`config.mk`:
```
export PLATFORM = sky130hd
export DESIGN_NAME = substring_occurrence_counter_flat
export DESIGN_NICKNAME = d
export VERILOG_FILES = /design/src/hdl/soc_pkg.sv /design/src/hdl/soc_text_if.sv /design/src/hdl/soc_count_if.sv /design/src/hdl/soc_match.sv /design/src/hdl/substring_occurrence_counter.sv /design/src/flat_wrapper.sv
export SDC_FILE = /design/constraint.sdc
export NUM_CORES = 1
export LEC_CHECK = 0
export BUFFER_PORTS_ARGS = -buffer_cell sky130_fd_sc_hd__clkbuf_2
export CORE_ASPECT_RATIO = 1.5
export CORE_UTILIZATION = 50
export CTS_CLUSTER_SIZE = 20
export DETAILED_ROUTE_END_ITERATION = 10
export GPL_TIMING_DRIVEN = 0
export HOLD_SLACK_MARGIN = 0.05
export PLACE_DENSITY_LB_ADDON = 0.05
export SLEW_MARGIN = 0
export SYNTH_ARGS = -nofsm -noshare
export SYNTH_HDL_FRONTEND = slang
export SYNTH_SLANG_ARGS = --single-unit
```
`constraint.sdc`:
```
create_clock -name clk_i -period 12.2 [get_ports clk_i]
set_input_delay 1.22 -clock clk_i [delete_from_list [all_inputs] [get_ports clk_i]]
set_output_delay 1.22 -clock clk_i [all_outputs]
set_load 0.01 [all_outputs]
```
`src/hdl/soc_pkg.sv`:
```
package soc_pkg;

  localparam int unsigned MaxPatternDef = 8;
  localparam int unsigned CountBitsDef  = 16;

  // Width of an active pattern length, enough for lengths up to 16.
  localparam int unsigned LenW   = 5;
  localparam int unsigned PaddrW = 5;
  localparam int unsigned PdataW = 64;
  localparam int unsigned OutW   = 16;

  // Register indexes, taken from paddr[4:3].
  localparam logic [1:0] RegPattern = 2'd0;
  localparam logic [1:0] RegLength  = 2'd1;
  localparam logic [1:0] RegOverlap = 2'd2;

  typedef struct packed {
    logic [63:0] pattern;
    logic [3:0]  length;
    logic        overlap;
  } cfg_t;

  // Zero acts as one, anything above the maximum acts as the maximum.
  function automatic logic [LenW-1:0] active_len(input logic [3:0] len,
                                                 input int unsigned max_len);
    logic [LenW-1:0] res;
    if (len == 4'd0) begin
      res = LenW'(1);
    end else if (32'(len) > max_len) begin
      res = LenW'(max_len);
    end else begin
      res = LenW'(len);
    end
    return res;
  endfunction

endpackage

```
`src/hdl/soc_text_if.sv`:
```
interface soc_text_if;
  logic       valid;
  logic       ready;
  logic [7:0] text_byte;
  logic       end_of_text;

  modport source (output valid, output text_byte, output end_of_text, input ready);
  modport sink (input valid, input text_byte, input end_of_text, output ready);
endinterface

```
`src/hdl/soc_count_if.sv`:
```
interface soc_count_if;
  logic        valid;
  logic        ready;
  logic [15:0] match_count;

  modport source (output valid, output match_count, input ready);
  modport sink (input valid, input match_count, output ready);
endinterface

```
`src/hdl/soc_match.sv`:
```
module soc_match #(
  parameter int unsigned MAX_PATTERN = soc_pkg::MaxPatternDef
) (
  input  logic [63:0]                      pattern_i,
  input  logic [soc_pkg::LenW-1:0]         len_i,
  input  logic [$clog2(MAX_PATTERN+1)-1:0] seen_i,
  input  logic [7:0]                       cur_i,
  input  logic [7:0]                       recent_i [(MAX_PATTERN > 1 ? MAX_PATTERN-1 : 1)],
  output logic                             match_o
);

  localparam int unsigned Hist   = (MAX_PATTERN > 1) ? MAX_PATTERN - 1 : 1;
  localparam int unsigned HistIw = (Hist > 1) ? $clog2(Hist) : 1;
  localparam int unsigned PatIw  = (MAX_PATTERN > 1) ? $clog2(MAX_PATTERN) : 1;

  logic [7:0]              pat_b [MAX_PATTERN];
  logic [Hist-1:0]         ok;
  logic [soc_pkg::LenW-1:0] last_idx;

  // Pattern positions past the 64-bit register read as zero.
  for (genvar k = 0; k < MAX_PATTERN; k++) begin : g_pat
    if (k < 8) begin : g_held
      assign pat_b[k] = pattern_i[8*k +: 8];
    end else begin : g_zero
      assign pat_b[k] = 8'd0;
    end
  end

  // Pattern byte k pairs with the byte that arrived len-1-k bytes ago.
  for (genvar k = 0; k < Hist; k++) begin : g_cmp
    logic [soc_pkg::LenW-1:0] sel;
    assign sel   = len_i - soc_pkg::LenW'(k + 2);
    assign ok[k] = (soc_pkg::LenW'(k + 1) >= len_i) ||
                   (recent_i[sel[HistIw-1:0]] == pat_b[k]);
  end

  assign last_idx = len_i - soc_pkg::LenW'(1);

  assign match_o = (soc_pkg::LenW'(seen_i) >= last_idx) &&
                   (pat_b[last_idx[PatIw-1:0]] == cur_i) && (&ok);

endmodule

```
`src/hdl/substring_occurrence_counter.sv`:
```
// Counts the occurrences of a 1 to 8 byte pattern in a text that arrives one
// byte per request, the last byte flagged with end_of_text. The pattern,
// its length and the overlap mode sit in APB registers at 0x0, 0x8 and 0x10;
// the user must write them while the block is idle; it does not enforce that.
// One byte is taken every clock but in the stall below: the byte passes an
// input register, the window of recent bytes is compared with the pattern
// combinationally, and the count of the last byte is written to the output
// register as that byte moves on. It saturates at 65535. The only stall is a
// last byte waiting in the input register while an earlier count is still
// held at the output. The window, byte tally and count clear after each text.
module substring_occurrence_counter #(
  parameter int unsigned MAX_PATTERN = soc_pkg::MaxPatternDef,
  parameter int unsigned COUNT_BITS  = soc_pkg::CountBitsDef
) (
  input  logic                         clk_i,
  input  logic                         rst_ni,
  soc_text_if.sink                     text_i,
  soc_count_if.source                  count_o,
  input  logic                         psel,
  input  logic                         penable,
  input  logic                         pwrite,
  input  logic [soc_pkg::PaddrW-1:0]   paddr,
  input  logic [soc_pkg::PdataW-1:0]   pwdata,
  output logic [soc_pkg::PdataW-1:0]   prdata,
  output logic                         pready
);

  localparam int unsigned Hist  = (MAX_PATTERN > 1) ? MAX_PATTERN - 1 : 1;
  localparam int unsigned SeenW = $clog2(MAX_PATTERN + 1);

  soc_pkg::cfg_t cfg_q;

  logic                   s1_valid_q;
  logic [7:0]             s1_byte_q;
  logic                   s1_last_q;

  logic [7:0]             recent_q [Hist];
  logic [SeenW-1:0]       seen_q;
  logic [2:0]             blocked_q;
  logic [COUNT_BITS-1:0]  count_q;

  logic                   out_valid_q;
  logic [soc_pkg::OutW-1:0] out_count_q;

  logic                   advance;
  logic                   match;
  logic                   sat;
  logic [soc_pkg::LenW-1:0] len;
  logic [COUNT_BITS-1:0]  count_d;
  logic [2:0]             blocked_d;
  logic [soc_pkg::OutW-1:0] count_clip;

  // Configuration port
  assign pready = 1'b1;

  always_ff @(posedge clk_i or negedge rst_ni) begin
    if (!rst_ni) begin
      cfg_q.pattern <= 64'd0;
      cfg_q.length  <= 4'd1;
      cfg_q.overlap <= 1'b1;
    end else if (psel && penable && pwrite) begin
      case (paddr[4:3])
        soc_pkg::RegPattern: cfg_q.pattern <= pwdata;
        soc_pkg::RegLength:  cfg_q.length  <= pwdata[3:0];
        soc_pkg::RegOverlap: cfg_q.overlap <= pwdata[0];
        default: ;
      endcase
    end
  end

  always_comb begin
    case (paddr[4:3])
      soc_pkg::RegPattern: prdata = cfg_q.pattern;
      soc_pkg::RegLength:  prdata = {60'd0, cfg_q.length};
      soc_pkg::RegOverlap: prdata = {63'd0, cfg_q.overlap};
      default:             prdata = '0;
    endcase
  end

  // A byte moves on unless it carries a count and the output is still held.
  assign advance      = s1_valid_q && (!s1_last_q || !out_valid_q || count_o.ready);
  assign text_i.ready = !s1_valid_q || advance;

  always_ff @(posedge clk_i or negedge rst_ni) begin
    if (!rst_ni) begin
      s1_valid_q <= 1'b0;
    end else if (text_i.ready) begin
      s1_valid_q <= text_i.valid;
    end
  end

  always_ff @(posedge clk_i) begin
    if (text_i.valid && text_i.ready) begin
      s1_byte_q <= text_i.text_byte;
      s1_last_q <= text_i.end_of_text;
    end
  end

  assign len = soc_pkg::active_len(cfg_q.length, MAX_PATTERN);

  soc_match #(
    .MAX_PATTERN(MAX_PATTERN)
  ) u_match (
    .pattern_i (cfg_q.pattern),
    .len_i     (len),
    .seen_i    (seen_q),
    .cur_i     (s1_byte_q),
    .recent_i  (recent_q),
    .match_o   (match)
  );

  assign sat = &count_q;

  always_comb begin
    count_d   = count_q;
    blocked_d = blocked_q;
    if (cfg_q.overlap) begin
      blocked_d = 3'd0;
      if (match && !sat) begin
        count_d = count_q + COUNT_BITS'(1);
      end
    end else if (blocked_q != 3'd0) begin
      blocked_d = blocked_q - 3'd1;
    end else if (match) begin
      if (!sat) begin
        count_d = count_q + COUNT_BITS'(1);
      end
      // Positions still inside this match cannot end a counted one.
      blocked_d = 3'(len - soc_pkg::LenW'(1));
    end
  end

  if (COUNT_BITS > soc_pkg::OutW) begin : g_clip
    assign count_clip = (count_d > COUNT_BITS'({soc_pkg::OutW{1'b1}})) ?
                        {soc_pkg::OutW{1'b1}} : count_d[soc_pkg::OutW-1:0];
  end else begin : g_ext
    assign count_clip = soc_pkg::OutW'(count_d);
  end

  always_ff @(posedge clk_i or negedge rst_ni) begin
    if (!rst_ni) begin
      for (int k = 0; k < Hist; k++) begin
        recent_q[k] <= 8'd0;
      end
      seen_q    <= '0;
      blocked_q <= 3'd0;
      count_q   <= '0;
    end else if (advance) begin
      if (s1_last_q) begin
        for (int k = 0; k < Hist; k++) begin
          recent_q[k] <= 8'd0;
        end
        seen_q    <= '0;
        blocked_q <= 3'd0;
        count_q   <= '0;
      end else begin
        for (int k = Hist - 1; k > 0; k--) begin
          recent_q[k] <= recent_q[k-1];
        end
        recent_q[0] <= s1_byte_q;
        if (seen_q < SeenW'(MAX_PATTERN)) begin
          seen_q <= seen_q + SeenW'(1);
        end
        blocked_q <= blocked_d;
        count_q   <= count_d;
      end
    end
  end

  // Output register
  always_ff @(posedge clk_i or negedge rst_ni) begin
    if (!rst_ni) begin
      out_valid_q <= 1'b0;
    end else if (advance && s1_last_q) begin
      out_valid_q <= 1'b1;
    end else if (count_o.ready) begin
      out_valid_q <= 1'b0;
    end
  end

  always_ff @(posedge clk_i) begin
    if (advance && s1_last_q) begin
      out_count_q <= count_clip;
    end
  end

  assign count_o.valid       = out_valid_q;
  assign count_o.match_count = out_count_q;

endmodule

```
`src/flat_wrapper.sv`:
```
// flat-port wrapper written by rule: the top's interface ports become plain ports
module substring_occurrence_counter_flat 
#(
  parameter int unsigned MAX_PATTERN = soc_pkg::MaxPatternDef,
  parameter int unsigned COUNT_BITS  = soc_pkg::CountBitsDef
)
  (clk_i, rst_ni, psel, penable, pwrite, paddr, pwdata, prdata, pready, text_i_valid, text_i_text_byte, text_i_end_of_text, text_i_ready, count_o_valid, count_o_match_count, count_o_ready);
  soc_text_if text_i_i ();
  soc_count_if count_o_i ();
  input  logic clk_i;
  input  logic rst_ni;
  input  logic psel;
  input  logic penable;
  input  logic pwrite;
  input  logic [soc_pkg::PaddrW-1:0] paddr;
  input  logic [soc_pkg::PdataW-1:0] pwdata;
  output logic [soc_pkg::PdataW-1:0] prdata;
  output logic pready;
  input wire logic [$bits(text_i_i.valid)-1:0] text_i_valid;
  input wire logic [$bits(text_i_i.text_byte)-1:0] text_i_text_byte;
  input wire logic [$bits(text_i_i.end_of_text)-1:0] text_i_end_of_text;
  output wire logic [$bits(text_i_i.ready)-1:0] text_i_ready;
  output wire logic [$bits(count_o_i.valid)-1:0] count_o_valid;
  output wire logic [$bits(count_o_i.match_count)-1:0] count_o_match_count;
  input wire logic [$bits(count_o_i.ready)-1:0] count_o_ready;
  assign text_i_i.valid = text_i_valid;
  assign text_i_i.text_byte = text_i_text_byte;
  assign text_i_i.end_of_text = text_i_end_of_text;
  assign text_i_ready = text_i_i.ready;
  assign count_o_valid = count_o_i.valid;
  assign count_o_match_count = count_o_i.match_count;
  assign count_o_i.ready = count_o_ready;
  substring_occurrence_counter #(.MAX_PATTERN(MAX_PATTERN), .COUNT_BITS(COUNT_BITS)) u_core (.clk_i(clk_i), .rst_ni(rst_ni), .text_i(text_i_i), .count_o(count_o_i), .psel(psel), .penable(penable), .pwrite(pwrite), .paddr(paddr), .pwdata(pwdata), .prdata(prdata), .pready(pready));
endmodule
```
# Word level (Yosys, flattened, before mapping)

Index checks and enable logic that the tools add are counted.
Widths: inputs -> output; s select.

Register bits after elaboration: 175
Bits of input ports: 85
Word-level logic and storage cells: 142
Output and inout bits: 83

Equal/unequal tests: 10
Reduce and logical (&&, ||, !) cells: 35
$add $sub $neg: 11
Bitwise gates (word level): 8
Order comparisons: 18
Muxes and demuxes: 42

Operators by type and width:

| cell                  | number |
|---|---|
| $bmux 8 s3            | 8 |
| $pmux 64 s3           | 1 |
| $mux 8                | 16 |
| $mux 16               | 6 |
| $eq 8x8->1            | 8 |
| $mux 56               | 1 |
| $ge 4x4->1 const B    | 8 |
| $not 3->4             | 8 |
| $ge 3x5->1 const A    | 4 |
| $add 16x1->16 const B | 1 |
| $mux 4                | 4 |
| $reduce_and 16->1     | 1 |
| $mux 3                | 4 |
| $sub 3x3->3 const B   | 4 |
| $ge 2x5->1 const A    | 2 |
| $logic_or 1x1->1      | 10 |
| $reduce_and 2->1      | 5 |
| $logic_and 1x1->1     | 8 |
| $reduce_and 7->1      | 1 |
| $sub 3x1->3 const B   | 2 |
| $sub 3x2->3 const B   | 2 |
| $ge 1x5->1 const A    | 1 |
| $ge 4x5->1            | 1 |
| $sub 4x1->5 const B   | 1 |
| 12 further kinds      | 17 |

# Longest topological paths before layout

Gate-level depths: netlist of the first run.

Word-level depth: 16
Depth in mapped cells: 18
Gate-level depth less buffers: 15

# By module

Synthesis of the first run repeated with hierarchy kept, for this count alone.

Cell total of the unflattened synthesis: 1253
Area, all modules: 12881.1 um^2

Modules (own cells, without submodules):

| module                       | area an instance (um^2) | cells each | sequential area each (um^2) | times used |
|---|---|---|---|---|
| substring_occurrence_counter | 8077.7                  | 719        | 4506.8                      | 1 |
| soc_match                    | 4803.4                  | 534        | 0.0                         | 1 |

# Least setup slack after synthesis of the first run

OpenSTA, ideal clock, no wires.

Path kind: register to register
From: register u_core.cfg_q[1] (netlist bit)
To: register u_core.out_count_q (netlist bit u_core.count_o.match_count[2]) (data pin)
Library setup time: 0.256 ns
Period minus slack after synthesis: 4.823 ns
Cell stages (with the launch flop): 19
Slack: 7.377 ns
Data required time: 11.944 ns
Buffers on the path: 5
Arrival time: 4.566 ns
Path through: dfstp_2 > o21ba_2 > nor2_8 > buf_2 > ha_1 > buf_2 > inv_1 > buf_1 > buf_1 > o221ai_1 > a2bb2oi_1 > xor2_1 > nand3_1 > or4_1 > or4_4 > nor4_4 > buf_6 > nand2_1 > a22o_1

Cells in the longest elaborated chain, start to end: 15
Elaborated cells between the ends (all ways): 75
Classes of those cells: add/sub (8); order compare (9); eq/ne (8); mux (30); bitwise (8); reduce/logical (12)

RTL lines:

| element                                             | RTL line                                                                 | RTL |
|---|---|---|
| from (decl)                                         | substring_occurrence_counter.sv:31                                       | `soc_pkg::cfg_t cfg_q;` |
| $gt 4x4->1                                          | soc_pkg.sv:29                                                            | `end else if (32'(len) > max_len) begin` |
| $mux 4                                              | soc_pkg.sv:29                                                            |  |
| $mux 4 *                                            | soc_pkg.sv:27                                                            | `if (len == 4'd0) begin` |
| $sub 3x2->3, or another cell as far along           | soc_match.sv:32                                                          | `assign sel = len_i - soc_pkg::LenW'(k + 2);` |
| $not 3->4 (implied by the code)                     | soc_match.sv:34                                                          | `(recent_i[sel[HistIw-1:0]] == pat_b[k]);` |
| $bmux 8 s3                                          | soc_match.sv:34                                                          |  |
| $mux 8 (implied by the code) (2 in series)          | soc_match.sv:34                                                          |  |
| $eq 8x8->1                                          | soc_match.sv:34                                                          |  |
| $logic_or 1x1->1                                    | soc_match.sv:33                                                          | `assign ok[k] = (soc_pkg::LenW'(k + 1) >= len_i) \|\|` |
| $reduce_and 7->1                                    | soc_match.sv:40                                                          | `(pat_b[last_idx[PatIw-1:0]] == cur_i) && (&ok);` |
| $logic_and 1x1->1 *                                 | soc_match.sv:40                                                          |  |
| $mux 16 / $logic_and 1x1->1 (equally long branches) | substring_occurrence_counter.sv:124, substring_occurrence_counter.sv:119 |  |
| $mux 16, on equally long branches                   | substring_occurrence_counter.sv:122, substring_occurrence_counter.sv:119 |  |
| $mux 16 *                                           | substring_occurrence_counter.sv:117                                      | `if (cfg_q.overlap) begin` |
| net u_core.count_clip, one bit                      | substring_occurrence_counter.sv:51                                       | `logic [soc_pkg::OutW-1:0] count_clip;` |
| to (signal assigned)                                | substring_occurrence_counter.sv:183                                      | `out_count_q <= count_clip;` |
| to (decl)                                           | substring_occurrence_counter.sv:43                                       | `logic [soc_pkg::OutW-1:0] out_count_q;` |

The timed path passes the listed nets; every way through them passes the cells marked *. The select of a mux whose other input is x is not followed.
A chain may end at the register's enable or synchronous reset.

# Worst setup path after layout of the first run

From: register u_core.cfg_q[2] (netlist bit)
To: register u_core.out_count_q (netlist bit u_core.count_o.match_count[2]) (data pin)

The elaborated chain is that of the path after synthesis.

==> flow_summary_export.csv, run 1 <==
group,metric,value,unit
finish,final_cell_mix,"nand2_1 (182), clkbuf_2 (161), dfrtp_1 (148), and2_1 (70), mux2_2 (65)",
clocking,worst_skew_pair.late_latency,0.45,ns
run,maxCapViolations,0,
clocking,clockBufferDepth,2,
critical_path,startpoint_type,"register",
worst_hold_path,hold_class,"register to register",
yosys,synth_warnings,0,
power_and_ir_drop,leakage,0.00630,uW
critical_path,crit_required,12.40,ns
critical_path,slowest_delay,0.69,ns
timing,hold_ws,0.495,ns
clocking,cts_buffers,17,
clocking,root_buffer,"clkbuf_16",
finish,mostFrequentLayoutCell,"nand2_1",
clocking,cts_hold_buf,0,
critical_path,regToRegEndpoint,"u_core.count_o.match_count[2]",
floorplanning,initial_core_util,51.1,%
yosys,synth_xor_xnor_area_share,4.12,%
yosys,synthMuxAreaShare,13.4,%
critical_path,cp_num_buf_inv,3,
global_routing,grt_pass1_vias,12100,
global_routing,grt_usage,42.2,%
timing,period_needed,6.32,ns
finish,diodes,0,
critical_path,end_kind,"register",
floorplanning,fp.dieH,196,um
worst_hold_path,min_to,"u_core.blocked_q[1]",
critical_path,critPathKind,"register to register",
floorplanning,die_w,131,um
yosys,netlist_area,12500,sq um
clocking,cts_htree_levels,4,
global_routing,grt_max_degree,95,
yosys,ys_types,93,
global_routing,grt_pass1_wl,78600,um
floorplanning,die_area,25700,sq um
critical_path,crit_fanout,12,
yosys,synth_compound_area_share,16.6,%
critical_path,startpoint,"u_core.cfg_q[2]",
drt,detail-route-antenna-nets,0,
global_routing,antenna_found_initial,1,
yosys,ys_ff_latch,175,
yosys,synth.avg_cell_area,9.07,sq um
critical_path,r2r_start,"u_core.cfg_q[2]",
placed_design,place_congestion,1.02,
timing,slew_violations,0,
clocking,tritoncts,"built",
placed_design,dpl_cell_area,13800,sq um
critical_path,cp.arrival,6.52,ns
yosys,synth_edf_count,25,
yosys,synth_top_family_by_area,"simple AND/OR/NAND/NOR gates",
power_and_ir_drop,powerDensity,179,nW/um^2
clocking,cts_setup_buffers,0,
timing,fin_skew,0.0137,ns
yosys,syn_nets,1481,
yosys,synth_ff_type,"dfrtp_1",
clocking,cts_sinks,175,
power_and_ir_drop,max-vdd-ir-drop,108,uV
drt,first_pass_iters,6,
critical_path,crit_path_frequent_cell,"clkbuf_1",
yosys,synth-simple-area-share,23.6,%
timing,rsz0062_at_grt,"false",
clocking,cts_resized,0,
timing,setup_tns,0,ns
floorplanning,io_pins,168,
yosys,synthAdderAreaFrac,1.40,%
finish,drive_above_1_share,21.8,%
clocking,clkSlewWorstSetupHoldPaths,0.07,ns
timing,fin_crit_sh,51.8,%
finish,syn2layout_area_growth,15.2,%
drt,drt_wl_total,53500,um
timing,worst_slew_pin_slew,1.34,ns
timing,fmax,0.158,GHz
drt,wire_per_inst,28.1,um
drt,first_iter_violations,1261,
critical_path,crit_chain,"nand2b_1, clkbuf_1, clkbuf_1, ha_1, nand3b_1, o22ai_1, a221oi_1, xnor2_1, nand4_1, o32a_1, or4_1, or4_4, nor4_4, buf_6, nand2_1, a22o_1",
drt,vias,12400,
worst_hold_path,hold_start,"u_core.blocked_q[1]",
drt,drc_errors,0,
timing,layout_setup_ws,5.88,ns
critical_path,r2r_slack,5.88,ns
critical_path,crit_family,"simple AND/OR/NAND/NOR gates",
finish,design_area,14400,sq um
global_routing,grt_overflow,0,
finish,fin_nets,1662,
timing,final-setup-viol-count,0,
yosys,ys_seq_area_share,36.0,%
run_status,run_status,"complete, no violations",
timing,slew_headroom,9.75,%
yosys,synthCells,1382,
floorplanning,row_count,70,
placed_design,place_hpwl,40700,um
placed_design,port_buffers,161,
placed_design,placed_cells,1868,
critical_path,worst_path_max_delay_cell,"clkbuf_1",
timing,hold_violations,0,
placed_design,pre_cts_ws,6.06,ns
critical_path,reg2reg_depth,16,
worst_hold_path,holdPathStages,1,
finish,finalNonFillerCells,1900,
drt,vias_per_cell,6.52,
floorplanning,coreArea,24500,sq um
yosys,async_flop_share,85.7,%
-- cells in the mapped netlist (8+ instances only) --
library cell / instances / area [sq um]
a211oi_1: 14 / 105
a21o_1: 8 / 60.1
a21oi_1: 51 / 255
a221oi_1: 9 / 78.8
a31oi_1: 20 / 125
and2_1: 70 / 438
buf_2: 30 / 150
clkbuf_1: 61 / 229
dfrtp_1: 148 / 3700
edfxtp_1: 25 / 751
ha_1: 14 / 175
inv_1: 26 / 97.6
mux2_2: 65 / 732
mux2i_1: 45 / 450
mux4_2: 17 / 383
nand2_1: 182 / 683
nand2b_1: 17 / 106
nand3_1: 40 / 200
nand3b_1: 62 / 465
nand4_1: 18 / 113
nor2_1: 51 / 191
nor2b_1: 14 / 87.6
nor3_1: 39 / 195
nor3b_1: 10 / 75.1
o211ai_1: 9 / 67.6
o21ai_0: 63 / 315
o21ai_1: 8 / 40.0
o221ai_1: 15 / 131
o22ai_1: 17 / 106
or2_2: 8 / 50.1
xnor2_1: 27 / 236
xor2_1: 32 / 280
-- state kept, by name (all words and copies together), names as in the netlist --
name / flops
u_core.recent_q: 56
u_core.count_q: 16
u_core.count_o.match_count: 16
u_core.blocked_q: 3
u_core.s1_valid_q: 1
u_core.seen_q: 4
u_core.cfg_q: 69
u_core.count_o.valid: 1
u_core.s1_byte_q: 8
u_core.s1_last_q: 1
-- worst reg2reg max path, cell delays in order, from the launching register on --
cell and delay (ns):
dfrtp_1 0.53, nand2b_1 0.22, clkbuf_1 0.43, clkbuf_1 0.69
ha_1 0.42, nand3b_1 0.27, o22ai_1 0.15, a221oi_1 0.46
xnor2_1 0.17, nand4_1 0.13, o32a_1 0.53, or4_1 0.58
or4_4 0.55, nor4_4 0.41, buf_6 0.23, nand2_1 0.06
a22o_1 0.23
-- cell type report --
| cell class | instances | area [sq um] |
|---|---|---|
| Buffer | 108 | 489 |
| Clock buffer | 19 | 464 |
| Clock inverter | 13 | 194 |
| Fill cell | 2228 | 10100 |
| Inverter | 31 | 119 |
| Multi-Input combinational cell | 1068 | 7420 |
| Sequential cell | 175 | 4510 |
| Tap cell | 324 | 405 |
| Timing Repair Buffer | 162 | 842 |
-- through the flow --
| step | power (uW) | utilization [%] |
|---|---|---|
| 2_1_floorplan | 1500 | - |
| 3_3_place_gp | 1910 | 56.1 |
| 3_5_place_dp | 1920 | 56.2 |
| 4_1_cts | 2540 | 58.9 |
| 5_1_grt | 2670 | 58.9 |
| 6_report | 2580 | 58.9 |
-- how the worst max path moves through the flow --
stage          depth (start not counted)                            end  slack [ns]
2_1_floorplan                         18  u_core.count_o.match_count[2]        7.38
3_3_place_gp                          18  u_core.count_o.match_count[4]        6.08
3_5_place_dp                          18  u_core.count_o.match_count[2]        6.06
4_1_cts                               18  u_core.count_o.match_count[2]        6.06
5_1_grt                               17  u_core.count_o.match_count[3]        5.69
6_report                              16  u_core.count_o.match_count[2]        5.88
-- kinds of logic (layout without fill, tap and decap cells) --
family                   Yosys count  count (layout)
AND/OR/NAND/NOR                  554             554
AO/OA/AOI/OAI                    304             304
flip-flops                       175             175
buffers and inverters            139             333
multiplexers                     136             136
XOR/XNOR                          59              59
adder cells (fa/ha/maj)           14              14
other                              1               1
-- metal layers --
metal | vias up | track usage [%] | share of wire, %
li1 | 5434 | - | -
met1 | 5961 | 48.5 | 36
met2 | 760 | 67.2 | 46
met3 | 240 | 9.43 | 8.3
met4 | 2 | 35.4 | 9.5
met5 | - | 0 | 0.022
-- where the power goes --
group | leakage (uW) | switching (uW) | internal, uW
combinational | 0.00378 | 707 | 424
clock | 0.000325 | 267 | 350
sequential | 0.00220 | 164 | 668
total | 0.00630 | 1140 | 1440
Power figures use the tool's default switching activity.
==> run 2, diff against run 1 <==
clock period = 6.4 ns   (was 12.2 ns; I/O delays follow)
==> flow_summary_export.csv, run 2 (synthesis results as in run 1) <==
group,metric,value,unit
run,maxCapViolations,0,
timing,rsz0062_at_grt,"false",
timing,final-setup-viol-count,0,
power_and_ir_drop,max-vdd-ir-drop,207,uV
global_routing,grt_usage,42.2,%
critical_path,startpoint_type,"register",
power_and_ir_drop,powerDensity,341,nW/um^2
clocking,worst_skew_pair.late_latency,0.45,ns
worst_hold_path,hold_class,"input port to async pin",
critical_path,crit_fanout,15,
critical_path,worst_path_max_delay_cell,"dfstp_2",
finish,final_cell_mix,"nand2_1 (182), clkbuf_2 (162), dfrtp_1 (148), and2_1 (70), mux2_2 (65)",
timing,period_needed,6.14,ns
clocking,cts_htree_levels,4,
critical_path,cp.arrival,6.30,ns
critical_path,r2r_start,"u_core.cfg_q[1]",
finish,design_area,14400,sq um
drt,detail-route-antenna-nets,0,
power_and_ir_drop,design_power_total,4920,uW
global_routing,grt_pass1_vias,12100,
finish,fin_nets,1661,
timing,fmax,0.163,GHz
global_routing,grt_max_degree,95,
finish,top_register,"u_core.cfg_q",
critical_path,crit_chain,"o21ba_2, nor2_8, buf_2, ha_1, buf_2, inv_1, nand2_1, mux4_2, xor2_1, o21ai_0, nor3b_1, a32oi_1, nor3_2, or4b_1, clkbuf_1, nor2_1, a21oi_1",
critical_path,cp_num_buf_inv,4,
critical_path,slowest_delay,0.64,ns
critical_path,end_kind,"register",
clocking,cts_sinks,175,
drt,wire_per_inst,28.1,um
global_routing,grt_pass1_wl,78600,um
placed_design,dpl_cell_area,13800,sq um
timing,fin_crit_sh,95.9,%
drt,drt_wl_total,53400,um
drt,first_pass_iters,7,
critical_path,crit_family,"simple AND/OR/NAND/NOR gates",
critical_path,regToRegEndpoint,"u_core.count_o.match_count[3]",
floorplanning,initial_core_util,51.1,%
timing,fin_skew,0.0128,ns
clocking,clockBufferDepth,2,
floorplanning,io_pins,168,
global_routing,met3_usage,9.43,%
finish,drive_above_1_share,21.9,%
placed_design,port_buffers,161,
global_routing,grt_overflow,0,
power_and_ir_drop,leakage,0.00630,uW
floorplanning,die_w,131,um
timing,hold_violations,0,
critical_path,crit_required,6.56,ns
timing,setup_tns,0,ns
critical_path,r2r_slack,0.26,ns
placed_design,place_congestion,1.02,
critical_path,critPathKind,"register to register",
timing,slew_violations,0,
floorplanning,die_area,25700,sq um
finish,reg_top3,"u_core.cfg_q x69, u_core.recent_q x56",
critical_path,reg2reg_depth,17,
clocking,cts_buffers,17,
clocking,tritoncts,"built",
drt,vias,12400,
run_status,run_status,"complete, no violations",
placed_design,place_hpwl,40700,um
global_routing,antenna_found_initial,1,
critical_path,crit_path_frequent_cell,"buf_2",
drt,drc_errors,0,
global_routing,grt.busiest_layer,"met2",
floorplanning,coreArea,24500,sq um
floorplanning,fp.dieH,196,um
global_routing,met2_usage,67.2,%
clocking,cts_hold_buf,0,
critical_path,cp.depth,17,
global_routing,grt_util_met1,48.5,%
drt,vias_per_cell,6.51,
finish,final_util,58.9,%
finish,largest_reg_flops,69,
timing,slew_headroom,5.63,%
clocking,clkSlewWorstSetupHoldPaths,0.07,ns
clocking,root_buffer,"clkbuf_16",
finish,syn2layout_area_growth,15.2,%
timing,worst_slew_pin_slew,1.40,ns
floorplanning,row_count,70,
drt,first_iter_violations,1225,
finish,mostFrequentLayoutCell,"nand2_1",
## run 2: cell types whose count changed in the layout (fill, tap and decap cells not counted)
| cell | before | now |
|---|---|---|
| clkbuf_1 | 61 | 60 |
| buf_1 | 7 | 6 |
| clkbuf_2 | 161 | 162 |
| diode_2 | 0 | 1 |
## run 2: what timing repair did
action | in CTS | in global routing
buffers inserted | 0 | 0
gates resized for setup | 0 | 2
endpoints found under the hold margin | 0 | 0
endpoints found under the setup margin | 0 | 10
## run 2: how the worst max path moves through the flow
stage,start,to,slack (ns)
floorplan,u_core.cfg_q[1],u_core.count_o.match_count[2],1.58
global placement,u_core.cfg_q[1],u_core.count_o.match_count[4],0.28
detailed placement,u_core.cfg_q[1],u_core.count_o.match_count[2],0.26
CTS,u_core.cfg_q[1],u_core.count_o.match_count[2],0.26
global route,u_core.cfg_q[1],u_core.count_o.match_count[3],0.05
finish,u_core.cfg_q[1],u_core.count_o.match_count[3],0.26
## run 2: worst reg2reg max path, delay by kind of cell, from the launching register on
| family | cells | cell delay (ns) |
|---|---|---|
| xor+xnor | 1 | 0.16 |
| compound gates | 4 | 0.88 |
| simple gates | 6 | 1.97 |
| buf+inv | 4 | 1.34 |
| flops | 1 | 0.64 |
| mux | 1 | 0.53 |
| fa+ha+maj | 1 | 0.34 |
## run 2: per-layer routing
layer / part of all wire, % / vias to the layer above
li1: - / 5441
met1: 36 / 5916
met2: 46 / 784
met3: 8.5 / 235
met4: 9.7 / 0
met5: 0 / -
## run 2: where the power goes
| part | internal [uW] | total [uW] | switching, uW |
|---|---|---|---|
| Combinational | 809 | 2150 | 1340 |
| Clock | 667 | 1180 | 512 |
| Sequential | 1270 | 1590 | 313 |
| Total | 2750 | 4920 | 2170 |
## run 2: cell type report
class                   count  area (sq um)
fillers                  2225         10100
multi-input cells        1068          7420
flip-flops and latches    175          4510
repair buffers            162           842
plain buffers             107           487
clock buffers              19           464
well taps                 324           405
clock inverters            13           194
inverters                  31           119
diodes                      1          2.50
## run 2: stage by stage
stage / instances / hold slack, ns / setup WS (ns)
2_1_floorplan: 1382 / 0.344 / 1.58
3_3_place_gp: 1867 / 0.481 / 0.276
3_5_place_dp: 1868 / 0.478 / 0.265
4_1_cts: 1900 / 0.160 / 0.260
5_1_grt: 1899 / 0.172 / 0.0493
6_report: 1900 / 0.133 / 0.261
